$ cat src/rtl/ttd_div_cell.sv
module ttd_div_cell #(
	parameter int DW  = 8,
	parameter int LW  = 31,
	parameter int SBW = 1
) (
	input  logic           clk,
	input  logic           arst_n,
	input  logic           en,
	input  logic           in_valid,
	input  logic [DW-1:0]  in_rem,
	input  logic [LW-1:0]  in_lo,
	input  logic [LW-1:0]  in_q,
	input  logic [DW-1:0]  in_div,
	input  logic [SBW-1:0] in_sb,
	output logic           out_valid,
	output logic [DW-1:0]  out_rem,
	output logic [LW-1:0]  out_lo,
	output logic [LW-1:0]  out_q,
	output logic [DW-1:0]  out_div,
	output logic [SBW-1:0] out_sb
);
	logic [DW:0]   trial;
	logic          ge;
	logic [DW-1:0] nrem;

	// One restoring step: the remainder always stays below the divisor.
	always_comb begin
		trial = {in_rem, in_lo[LW-1]};
		ge    = trial >= {1'b0, in_div};
		nrem  = ge ? DW'(trial - {1'b0, in_div}) : trial[DW-1:0];
	end

	always_ff @(posedge clk or negedge arst_n) begin
		if (!arst_n) begin
			out_valid <= 1'b0;
		end else if (en) begin
			out_valid <= in_valid;
		end
	end

	always_ff @(posedge clk) begin
		if (en) begin
			out_rem <= nrem;
			out_lo  <= {in_lo[LW-2:0], 1'b0};
			out_q   <= {in_q[LW-2:0], ge};
			out_div <= in_div;
			out_sb  <= in_sb;
		end
	end
endmodule

$ cat config.mk
export PLATFORM = sky130hd
export DESIGN_NAME = ttd_div_cell
export DESIGN_NICKNAME = d
export VERILOG_FILES = /design/src/rtl/ttd_div_cell.sv
export SDC_FILE = /design/constraint.sdc
export NUM_CORES = 1
export LEC_CHECK = 0
export BUFFER_PORTS_ARGS = -buffer_cell sky130_fd_sc_hd__buf_2
export CORE_MARGIN = 2
export CORE_UTILIZATION = 40
export DETAILED_ROUTE_END_ITERATION = 16
export HOLD_SLACK_MARGIN = 0.02
export PLACE_DENSITY = 0.77
export SLEW_MARGIN = 20
export SYNTH_ARGS = -nofsm -noshare
export SYNTH_HDL_FRONTEND = slang
export SYNTH_SLANG_ARGS = --single-unit
export TNS_END_PERCENT = 1
$ cat constraint.sdc
create_clock -name clk -period 0.8 [get_ports clk]
set_input_delay 0.04 -clock clk [delete_from_list [all_inputs] [get_ports clk]]
set_output_delay 0.04 -clock clk [all_outputs]
set_load 0.01 [all_outputs]
; ---- After elaboration in Yosys (flattened, before gate mapping)
; Index checks and enable logic that the tools add are counted.
[word_totals]
elab_cells = 9
out_inout_bits = 80
mem_bits_ro = 0
latchBits = 0
register_bits = 79
mem_count = 0
ramBits = 0
[op_classes]
bitwise_logic = 0
n_lt_le_gt_ge = 1
multipliers = 0
n_shift = 0
n_reduce_logical = 0
add_sub_neg = 1
n_mux = 1
div_mod_pow = 0
eq_ne = 0
[op_table]
columns = operator, count
row1 = >= comparator 9 x 8 -> 1 bit, 1
row2 = 2-to-1 mux 8 bit, 1
row3 = subtractor 8 bit, 1

; ---- Logic depth before layout (Yosys ltp)
; Gate-level depths: netlist of run 1.
[logic_depth]
ltp_word = 2
depth_mapped = 9
depth_no_buf = 8

; ---- Worst setup path before layout of run 1
; OpenSTA, ideal clock, no wires.
[synth_path]
kind = input-to-reg
start = input in_lo[30]
end = register out_rem[6] (data pin)
path_buffers = 0
arrival_ns = 1.566
setup_slack_ns = -1.026
setup_ns = 0.260
stages = 8
cell_sequence = inv_1 -> ha_1 -> fa_1 -> nor2b_1 -> o31a_1 -> nor4_1 -> a311o_1 -> mux2_4
[synth_via]
elab_chain_cells = 2
word_cells_on_any_way = 3
cone_classes = add/sub: 1 / order compare: 1 / mux: 1
[synth_lines]
columns = item, line_no
row1 = from (decl), 11  ; input logic [LW-1:0] in_lo,
row2 = subtractor 8 bit / >= comparator 9 x 8 -> 1 bit (equally long branches), "30, 29"
row3 = 2-to-1 mux 8 bit *, 30  ; nrem = ge ? DW'(trial - {1'b0, in_div}) : trial[DW-1:0];
row4 = net nrem[6], 24  ; logic [DW-1:0] nrem;
row5 = to (signal assigned), 43  ; out_rem <= nrem;
row6 = to (decl), 16  ; output logic [DW-1:0] out_rem,
; The timed path passes the listed nets; every way through them passes the cells marked *.
; A chain may end at the register's enable or synchronous reset.

; ---- Final worst setup path of run 1
[layout_path]
start = input in_div[2]
end = register out_rem[7] (data pin)
[layout_via]
elab_chain_cells = 2
word_cells_on_any_way = 3
cone_classes = add/sub: 1 / order compare: 1 / mux: 1
[layout_lines]
columns = item, line_no
row1 = from (decl), 13  ; input logic [DW-1:0] in_div,
row2 = subtractor 8 bit / >= comparator 9 x 8 -> 1 bit (equally long branches), "30, 29"
row3 = 2-to-1 mux 8 bit *, 30
row4 = net nrem[7], 24
; Marks and branches as above.

==> results of run 1 <==
==> metrics by stage <==
step                setup slack [ns]  setup TNS (ns)  util [%]  hold slack (ns)  instances
floorplan                    -0.9277          -7.638         -          -0.2556        148
global placement              -1.103          -9.659     57.61          -0.1853        436
detailed placement            -1.152          -10.04     57.61          -0.1840        436
CTS                          -0.6323          -14.15     72.76          0.04355        527
global route                 -0.7352          -18.07     73.03          0.05073        527
finish                       -0.6565          -13.64     73.03          0.05505        527
==> cell type report <==
class                      instances  area, um2
inverter                          12      57.56
clock buffer                      10      127.6
tap                               99      123.9
sequential                        79       2367
timing repair buffer             267       1858
fill                             450       1936
multi-input combinational         54      613.1
clock inverter                     6      92.59
==> worst max path at each step <==
stage | slack [ns] | endpoint | from | cells after the start
floorplan | -0.93 | out_rem[2] | in_div[6] | 7
global placement | -1.10 | out_rem[2] | in_div[6] | 8
detailed placement | -1.15 | out_rem[7] | in_div[6] | 8
CTS | -0.63 | out_rem[6] | in_lo[30] | 9
global route | -0.74 | out_rem[6] | in_lo[30] | 9
finish | -0.66 | out_rem[7] | in_div[2] | 10
==> synthesized netlist by cell type (all sizes together), types with 2 or more instances <==
cell,number,area [um2]
edfxtp,78,2342
inv,12,45.04
ha,8,100.1
mux2,7,101.4
nor2,4,15.01
a21o,3,23.77
buf,3,30.03
nor3,3,15.01
xnor2,3,26.28
a211oi,2,20.02
a21oi,2,10.01
mux2i,2,20.02
nand2b,2,12.51
nand3,2,10.01
o21a,2,15.01
o21ai,2,10.01
==> repair_timing <==
action / in CTS / in global routing
setup endpoints to repair: 88 / 88
pin swaps: 9 / 0
hold buffers: 72 / 0
setup buffers: 3 / 0
resized for setup: 22 / 4
hold endpoints to repair: 71 / 0
==> registers in the layout, summed over array words and instances (netlist names) <==
register	cells
out_q	31
out_valid	1
out_rem	8
out_lo	30
out_sb	1
out_div	8
==> routing by layer <==
layer / vias to the layer above / share of wire [%] / track usage (%)
met4: 0 / 2.3 / 9.227
met1: 1144 / 35 / 23.49
met5: - / 0 / 0
li1: 1115 / - / -
met3: 21 / 8.0 / 6.856
met2: 118 / 55 / 42.78
==> kinds of logic after synthesis <==
family | share of synthesized area, %
other cells | 0.1280
flops | 80.82
simple gates | 2.606
xor+xnor | 0.8972
fa+ha+maj | 4.101
buf+inv | 2.563
mux | 4.144
compound gates | 4.741
==> where the power goes <==
| group | total [W] | switching [W] | internal (W) | leakage, nW |
|---|---|---|---|---|
| clock | 0.00323 | 0.00145 | 0.00179 | 0.109 |
| combinational | 0.00197 | 0.000872 | 0.00110 | 1.41 |
| sequential | 0.00506 | 0.000105 | 0.00496 | 0.775 |
| total | 0.0103 | 0.00243 | 0.00784 | 2.29 |
==> reports/results.ini, run 1 <==
[grt]
grt_first_pass_wirelength_um = 13010
grt_pass1_vias = 2534
grt_remaining_overflow = 0
grt_usage_pct = 22.81
grt_max_degree = 24
antenna_found_initial = 0

[die]
start_util_pct = 40.82
die_w_um = 89.57
die_area_um2 = 8023
core_um2 = 7176
dieHeight_um = 89.57
ioPinCount = 163
rows = 31

[sta]
setup_violations = 88
fmax_mhz = 686.6
fin_skew_ns = 0
fin_ws_ns = -0.6565
post-route-min-period_ns = 1.456
finalHoldViolations = 0
rsz0062_at_grt = true
fin_crit_sh_pct = 182.1
slew_viol_final = 0

[power_and_ir_drop]
p_leak_nw = 2.293
irDropWorstVdd_v = 0.0009161
p_total_w = 0.01026
powerDensity_nw_per_um2 = 1959

[worst_setup_path]
cpMostUsedCell = buf_4
critPathKind = primary input to register
r2r-start = out_valid
critPathMaxStageDelay_ns = 0.36
worst-path-buf-inv = 4
reg2reg_setup_slack_ns = 0.04
r2r_cells = 1
cp.required_ns = 1.01
crit_fanout = 5
path_delay_family = buffers and inverters
cp-start-kind = primary input
path_cells = buf_2, inv_1, ha_4, nor2_1, a211oi_2, buf_4, buf_4, o311a_2, nor3_1, mux2_4
endpoint_kind = register
worstReg2RegEnd = out_valid
cpMaxStageDelayCell = o311a_2
critPathArrivalTime_ns = 1.67

[detailed_routing]
via_count = 2398
first_pass_iters = 4
viasPerCell = 4.550
routed_wl_um = 9204
post_drt_wl_per_cell_um = 17.46
drc = 0
antenna_left = 0
drt_iter0_markers = 98

[clock_network]
cts_tree = done
cts_root_buf = clkbuf_8
clock_path_buffers = 2
numCtsBuffers = 9
cts_sinks = 79
h-tree-depth = 3
insertion_delay_ns = 0.34
clk_pin_slew_ns = 0.08

[hold_path]
whs_endpoint = out_rem[0]
holdCritStartpoint = in_lo[30]
holdPathStages = 3
hold_class = primary input to register

[synthesis]
avgSynthCellArea_um2 = 19.79
yosysSeqAreaShare_pct = 80.82
synth-main-ff-cell = edfxtp_1
syn-cell-area_um2 = 2929
synthArstFlopShare_pct = 1.266
synth-edff-count = 78
syn_nets = 240
netlist-cell-type-count = 33
synth-seq-cells = 79
ys_warn_count = 0
synth_cells = 148

[place]
dp_hpwl_um = 5555
portBuffers = 160
gp_congestion = 0.8274
place_area_um2 = 4134

[cells_and_area]
antenna_cells = 0
drive_gt1_share_pct = 56.54
nNetsFinal = 515
mostFrequentLayoutCell = buf_2
stdcell_area_um2 = 5240
area_delta_synth_final_pct = 78.90
final_cell_mix = 153 x buf_2, 78 x edfxtp_1, 72 x dlygate4sd3_1

[status]
violations = setup timing
status = finished with violations

[job]
max_cap_violations = 0

Power figures use the tool's default switching activity.
==> inputs of run 2 (changes only) <==
Settings changed: CELL_PAD_IN_SITES_DETAIL_PLACEMENT set to 1, CELL_PAD_IN_SITES_GLOBAL_PLACEMENT set to 1, CORE_UTILIZATION 40 to 31, PLACE_DENSITY 0.77 to 0.76.
==> reports/results.ini, run 2 (same netlist as run 1, synthesis figures left out) <==
[sta]
slew_viol_final = 0  ; unchanged
post-route-min-period_ns = 1.497  ; was 1.456 ns
rsz0062_at_grt = true  ; unchanged
fin_skew_ns = 0  ; unchanged
setup_violations = 88  ; unchanged
fin_ws_ns = -0.6971  ; was -0.6565 ns
fin_crit_sh_pct = 187.1  ; was 182.1%
finalHoldViolations = 0  ; unchanged
fmax_mhz = 667.9  ; was 686.6 MHz
tns_ns = -14.87  ; was -13.64 ns

[die]
die_w_um = 101.2  ; was 89.57 um
rows = 35  ; was 31
start_util_pct = 31.85  ; was 40.82%
die_area_um2 = 10240  ; was 8023 um2
ioPinCount = 163  ; unchanged
dieHeight_um = 101.2  ; was 89.57 um
core_um2 = 9196  ; was 7176 um2

[cells_and_area]
reg_top3 = out_q: 31 flops, out_lo: 30 flops  ; unchanged
mostFrequentLayoutCell = buf_2  ; unchanged
area_delta_synth_final_pct = 79.92  ; was 78.90%
antenna_cells = 0  ; unchanged
final_cell_mix = 151 x buf_2, 78 x edfxtp_1, 72 x dlygate4sd3_1  ; was 153 x buf_2, 78 x edfxtp_1, 72 x dlygate4sd3_1
largest_reg_flops = 31  ; unchanged
top_register = out_q  ; unchanged
nNetsFinal = 518  ; was 515
final_cell_count_no_fill = 542  ; was 527
drive_gt1_share_pct = 57.31  ; was 56.54%

[power_and_ir_drop]
swShare_pct = 26.43  ; was 23.63%
switching_power_w = 0.002601  ; was 0.002426 W
pwr-share-seq_pct = 51.6  ; was 49.3%
p_leak_nw = 2.288  ; was 2.293 nW
clkPwrFrac_pct = 27.8  ; was 31.5%
powerDensity_nw_per_um2 = 1867  ; was 1959 nW/um2
pwr-share-comb_pct = 20.6  ; was 19.2%
irDropWorstVdd_v = 0.0007665  ; was 0.0009161 V
internal-power_w = 0.007240  ; was 0.007838 W

[place]
place_inst = 451  ; was 436
portBuffers = 160  ; unchanged
gp_congestion = 0.7187  ; was 0.8274
dp_hpwl_um = 6058  ; was 5555 um

[status]
status = finished with violations  ; unchanged
violations = setup timing  ; unchanged

[worst_setup_path]
critPathCapture = out_rem[6]  ; was out_rem[7]
worstReg2RegEnd = out_valid  ; unchanged
r2r-start = out_valid  ; unchanged
critPathArrivalTime_ns = 1.59  ; was 1.67 ns
cp.required_ns = 0.89  ; was 1.01 ns
endpoint_kind = register  ; unchanged
cp-start-kind = primary input  ; unchanged
crit_start = in_lo[30]  ; was in_div[2]
critPathKind = primary input to register  ; unchanged
reg2reg_setup_slack_ns = 0.05  ; was 0.04 ns
crit_fanout = 3  ; was 5
r2r_cells = 1  ; unchanged

[grt]
antenna_found_initial = 0  ; unchanged
grt_first_pass_wirelength_um = 14720  ; was 13010 um
grt_max_degree = 31  ; was 24
grt_usage_pct = 19.60  ; was 22.81%
grt_remaining_overflow = 0  ; unchanged
grt_pass1_vias = 2760  ; was 2534

[clock_network]
clk_pin_slew_ns = 0.08  ; about the same
cts_sinks = 79  ; unchanged
cts_root_buf = clkbuf_8  ; unchanged
numCtsBuffers = 9  ; unchanged
h-tree-depth = 3  ; unchanged
insertion_delay_ns = 0.35  ; was 0.34 ns
clock_path_buffers = 2  ; unchanged
cts_tree = done  ; unchanged

[job]
max_cap_violations = 0  ; unchanged

[detailed_routing]
via_count = 2385  ; was 2398
drt_iter0_markers = 51  ; was 98
first_pass_iters = 4  ; unchanged
routed_wl_um = 9926  ; was 9204 um
post_drt_wl_per_cell_um = 18.31  ; was 17.46 um
drc = 0  ; unchanged
antenna_left = 0  ; unchanged
viasPerCell = 4.400  ; was 4.550

[hold_path]
hold_class = primary input to register  ; unchanged

## run 2: per-stage QoR
step                hold slack, ns  instance area [um2]  util, %  power (W)  setup slack [ns]
global route               0.04329                 5270    57.31    0.01024           -0.7543
floorplan                  -0.2556                 2959        -   0.005775           -0.9277
global placement           -0.1849                 4159    45.22   0.006622            -1.111
finish                     0.04409                 5270    57.31   0.009841           -0.6971
detailed placement         -0.1833                 4159    45.22   0.006696            -1.205
CTS                        -0.1073                 5194    56.48   0.009750           -0.6628
## run 2: final cells by class
| cell class | count | area (um2) |
|---|---|---|
| Multi-Input combinational cell | 54 | 634.4 |
| Tap cell | 111 | 138.9 |
| Inverter | 12 | 60.06 |
| Timing Repair Buffer | 270 | 1889 |
| Sequential cell | 79 | 2367 |
| Clock buffer | 9 | 123.9 |
| Clock inverter | 7 | 56.30 |
| Fill cell | 932 | 3926 |
## run 2: routing by layer
layer  vias to the layer above  wire (um)  GRT usage, %
li1                       1118          -             -
met1                      1150       3386         19.21
met2                       103       5716         38.61
met3                        14        610         4.831
met4                         0        213         8.212
met5                         -          0             0
## run 2: worst min path at each step
stage / slack, ns / end / depth (start not counted) / startpoint
floorplan: -0.26 / out_valid / 0 / arst_n
global placement: -0.18 / out_valid / 1 / arst_n
detailed placement: -0.18 / out_valid / 1 / arst_n
CTS: -0.11 / out_div[1] / 1 / in_div[1]
global route: 0.04 / out_div[1] / 1 / en
finish: 0.04 / out_div[1] / 1 / en
## run 2: critical path: stages
cell     delay [ns]
buf_6          0.07
inv_4          0.03
ha_4           0.15
fa_2           0.37
nor2b_2        0.14
o31a_1         0.20
nor4_2         0.05
a311o_1        0.27
mux2_4         0.26
## run 2: power groups by stage
stage | registers [W] | clock network, W | logic (W)
4_1_cts | 0.00505 | 0.00277 | 0.00193
3_5_place_dp | 0.00515 | 0 | 0.00155
3_3_place_gp | 0.00513 | 0 | 0.00150
6_report | 0.00508 | 0.00273 | 0.00203
2_1_floorplan | 0.00535 | 0 | 0.000430
5_1_grt | 0.00511 | 0.00294 | 0.00218
## run 2: repair_timing
item	4_1_cts	5_1_grt
setup endpoints to repair	88	88
pin swaps	10	7
hold buffers	71	1
cloned	0	0
endpoints found under the hold margin	71	1
resized for setup	19	15
setup buffers	3	0
==> inputs of run 3 (changes only) <==
Settings changed: CORE_UTILIZATION 31 to 35, PLACE_DENSITY 0.76 to 0.81.
Clock period 0.8 ns to 1.4 ns, I/O delays scaled along.
==> reports/results.ini, run 3 (same netlist as run 1, synthesis figures left out) <==
[status]
status = finished with violations  ; unchanged
violations = setup timing  ; unchanged

[worst_setup_path]
r2r_cells = 1  ; unchanged
reg2reg_setup_slack_ns = 0.63  ; was 0.05 ns
cp.required_ns = 1.51  ; was 0.89 ns
cp-start-kind = primary input  ; unchanged
critPathKind = primary input to register  ; unchanged
crit_fanout = 2  ; was 3
r2r-start = out_valid  ; unchanged
endpoint_kind = register  ; unchanged
critPathArrivalTime_ns = 1.71  ; was 1.59 ns
worstReg2RegEnd = out_valid  ; unchanged

[clock_network]
cts_root_buf = clkbuf_8  ; unchanged
insertion_delay_ns = 0.35  ; about the same
numCtsBuffers = 9  ; unchanged
cts_tree = done  ; unchanged
h-tree-depth = 3  ; unchanged
cts_sinks = 79  ; unchanged
clock_path_buffers = 2  ; unchanged
clk_pin_slew_ns = 0.09  ; was 0.08 ns

[place]
pre_cts_slack_ns = -0.5859  ; was -1.205 ns
dp_hpwl_um = 7195  ; was 6058 um
portBuffers = 160  ; unchanged
place_inst = 434  ; was 451
gp_congestion = 0.8857  ; was 0.7187

[cells_and_area]
fillCellCount = 804  ; was 932
reg_top3 = out_q: 31 flops, out_lo: 30 flops  ; unchanged
mostFrequentLayoutCell = buf_2  ; unchanged
largest_reg_flops = 31  ; unchanged
final_cell_count_no_fill = 524  ; was 542
final_cell_mix = 155 x buf_2, 78 x edfxtp_1, 71 x dlygate4sd3_1  ; was 151 x buf_2, 78 x edfxtp_1, 72 x dlygate4sd3_1
top_register = out_q  ; unchanged
nNetsFinal = 506  ; was 518
drive_gt1_share_pct = 55.98  ; was 57.31%
area_delta_synth_final_pct = 76.80  ; was 79.92%

[detailed_routing]
first_pass_iters = 4  ; unchanged
post_drt_wl_per_cell_um = 26.75  ; was 18.31 um
antenna_left = 0  ; unchanged
viasPerCell = 5.017  ; was 4.400
drc = 0  ; unchanged
drt_iter0_markers = 158  ; was 51
via_count = 2629  ; was 2385
routed_wl_um = 14020  ; was 9926 um

[die]
rows = 33  ; was 35
dieHeight_um = 95.48  ; was 101.2 um
start_util_pct = 35.83  ; was 31.85%
die_w_um = 95.48  ; was 101.2 um
core_um2 = 8175  ; was 9196 um2
ioPinCount = 163  ; unchanged
die_area_um2 = 9116  ; was 10240 um2

[power_and_ir_drop]
p_leak_nw = 2.246  ; was 2.288 nW
powerDensity_nw_per_um2 = 1174  ; was 1867 nW/um2
p_total_w = 0.006082  ; was 0.009841 W
irDropWorstVdd_v = 0.0005726  ; was 0.0007665 V

[grt]
grt_max_degree = 41  ; was 31
grt_pass1_vias = 2765  ; was 2760
antenna_found_initial = 1  ; was 0
grt_first_pass_wirelength_um = 18840  ; was 14720 um
grt_remaining_overflow = 0  ; unchanged
grt_usage_pct = 30.53  ; was 19.60%

[sta]
fin_crit_sh_pct = 114.0
fin_ws_ns = -0.1954  ; was -0.6971 ns
post-route-min-period_ns = 1.595
rsz0062_at_grt = true  ; unchanged
fin_skew_ns = 0  ; unchanged
slew_viol_final = 0  ; unchanged
setup_violations = 8  ; was 88
tns_ns = -0.9372  ; was -14.87 ns
fmax_mhz = 626.8
finalHoldViolations = 0  ; unchanged

[job]
max_cap_violations = 0  ; unchanged

[hold_path]
hold_class = primary input to async pin  ; was primary input to register

## run 3: cell types whose count changed in the layout (fill, tap and decap cells not counted), sizes merged
| cell | change |
|---|---|
| inv | -1 |
| diode | +1 |
| buf | -11 |
| bufinv | +2 |
| clkinvlp | -2 |
| dlygate4sd3 | -1 |
## run 3: final cells by class
cell class / instances / area (um2) / area share (%)
Tap cell: 105 / 131.4 / 2.537
Clock inverter: 6 / 85.08 / 1.643
Inverter: 12 / 60.06 / 1.160
Timing Repair Buffer: 258 / 1783 / 34.43
Clock buffer: 9 / 123.9 / 2.392
Multi-Input combinational cell: 54 / 625.6 / 12.08
Sequential cell: 79 / 2367 / 45.71
Antenna cell: 1 / 2.502 / 0.04832
## run 3: worst max path at each step
stage                   start    endpoint  depth (start not counted)
finish              in_lo[30]  out_rem[6]                          9
global route        in_lo[30]  out_rem[6]                          9
CTS                 in_div[0]  out_rem[6]                          8
detailed placement  in_div[6]  out_rem[3]                          8
global placement    in_div[0]  out_rem[6]                          8
floorplan           in_div[6]  out_rem[2]                          7
## run 3: metal layers
metal | track usage [%] | up-vias | part of all wire [%]
met3 | 7.826 | 34 | 9.3
met5 | 0 | - | 0
met1 | 36.95 | 1302 | 38
li1 | - | 1099 | -
met2 | 50.94 | 194 | 49
met4 | 14.64 | 0 | 4.0
## run 3: repair_timing
item	in CTS	in global routing
buffers inserted	2	1
setup endpoints to repair	9	9
hold buffers	70	1
hold endpoints to repair	71	1
cloned	0	0
gates resized for setup	23	7
pin swaps	9	6
## run 3: where the power goes
part / total (W) / switching, W / leakage (nW) / internal, W
clock: 0.00190 / 0.000911 / 0.105 / 0.000994
sequential: 0.00293 / 0.0000927 / 0.775 / 0.00284
combinational: 0.00125 / 0.000624 / 1.37 / 0.000624
## run 3: worst max-delay path, cell delays in order
cell	delay, ns
buf_6	0.07
inv_4	0.03
ha_4	0.15
fa_2	0.37
nor2b_2	0.15
o31a_1	0.20
nor4_2	0.07
a311o_1	0.28
mux2_4	0.29
## run 3: through the flow
step                      area [um2]  util, %  hold WS, ns
final                           5179    63.35      0.06342
after global placement          4081    49.92      -0.1548
after global routing            5179    63.35      0.06344
after floorplan                 2959        -      -0.2256
after detailed placement        4081    49.92      -0.1468
after CTS                       5130    62.75     -0.06871
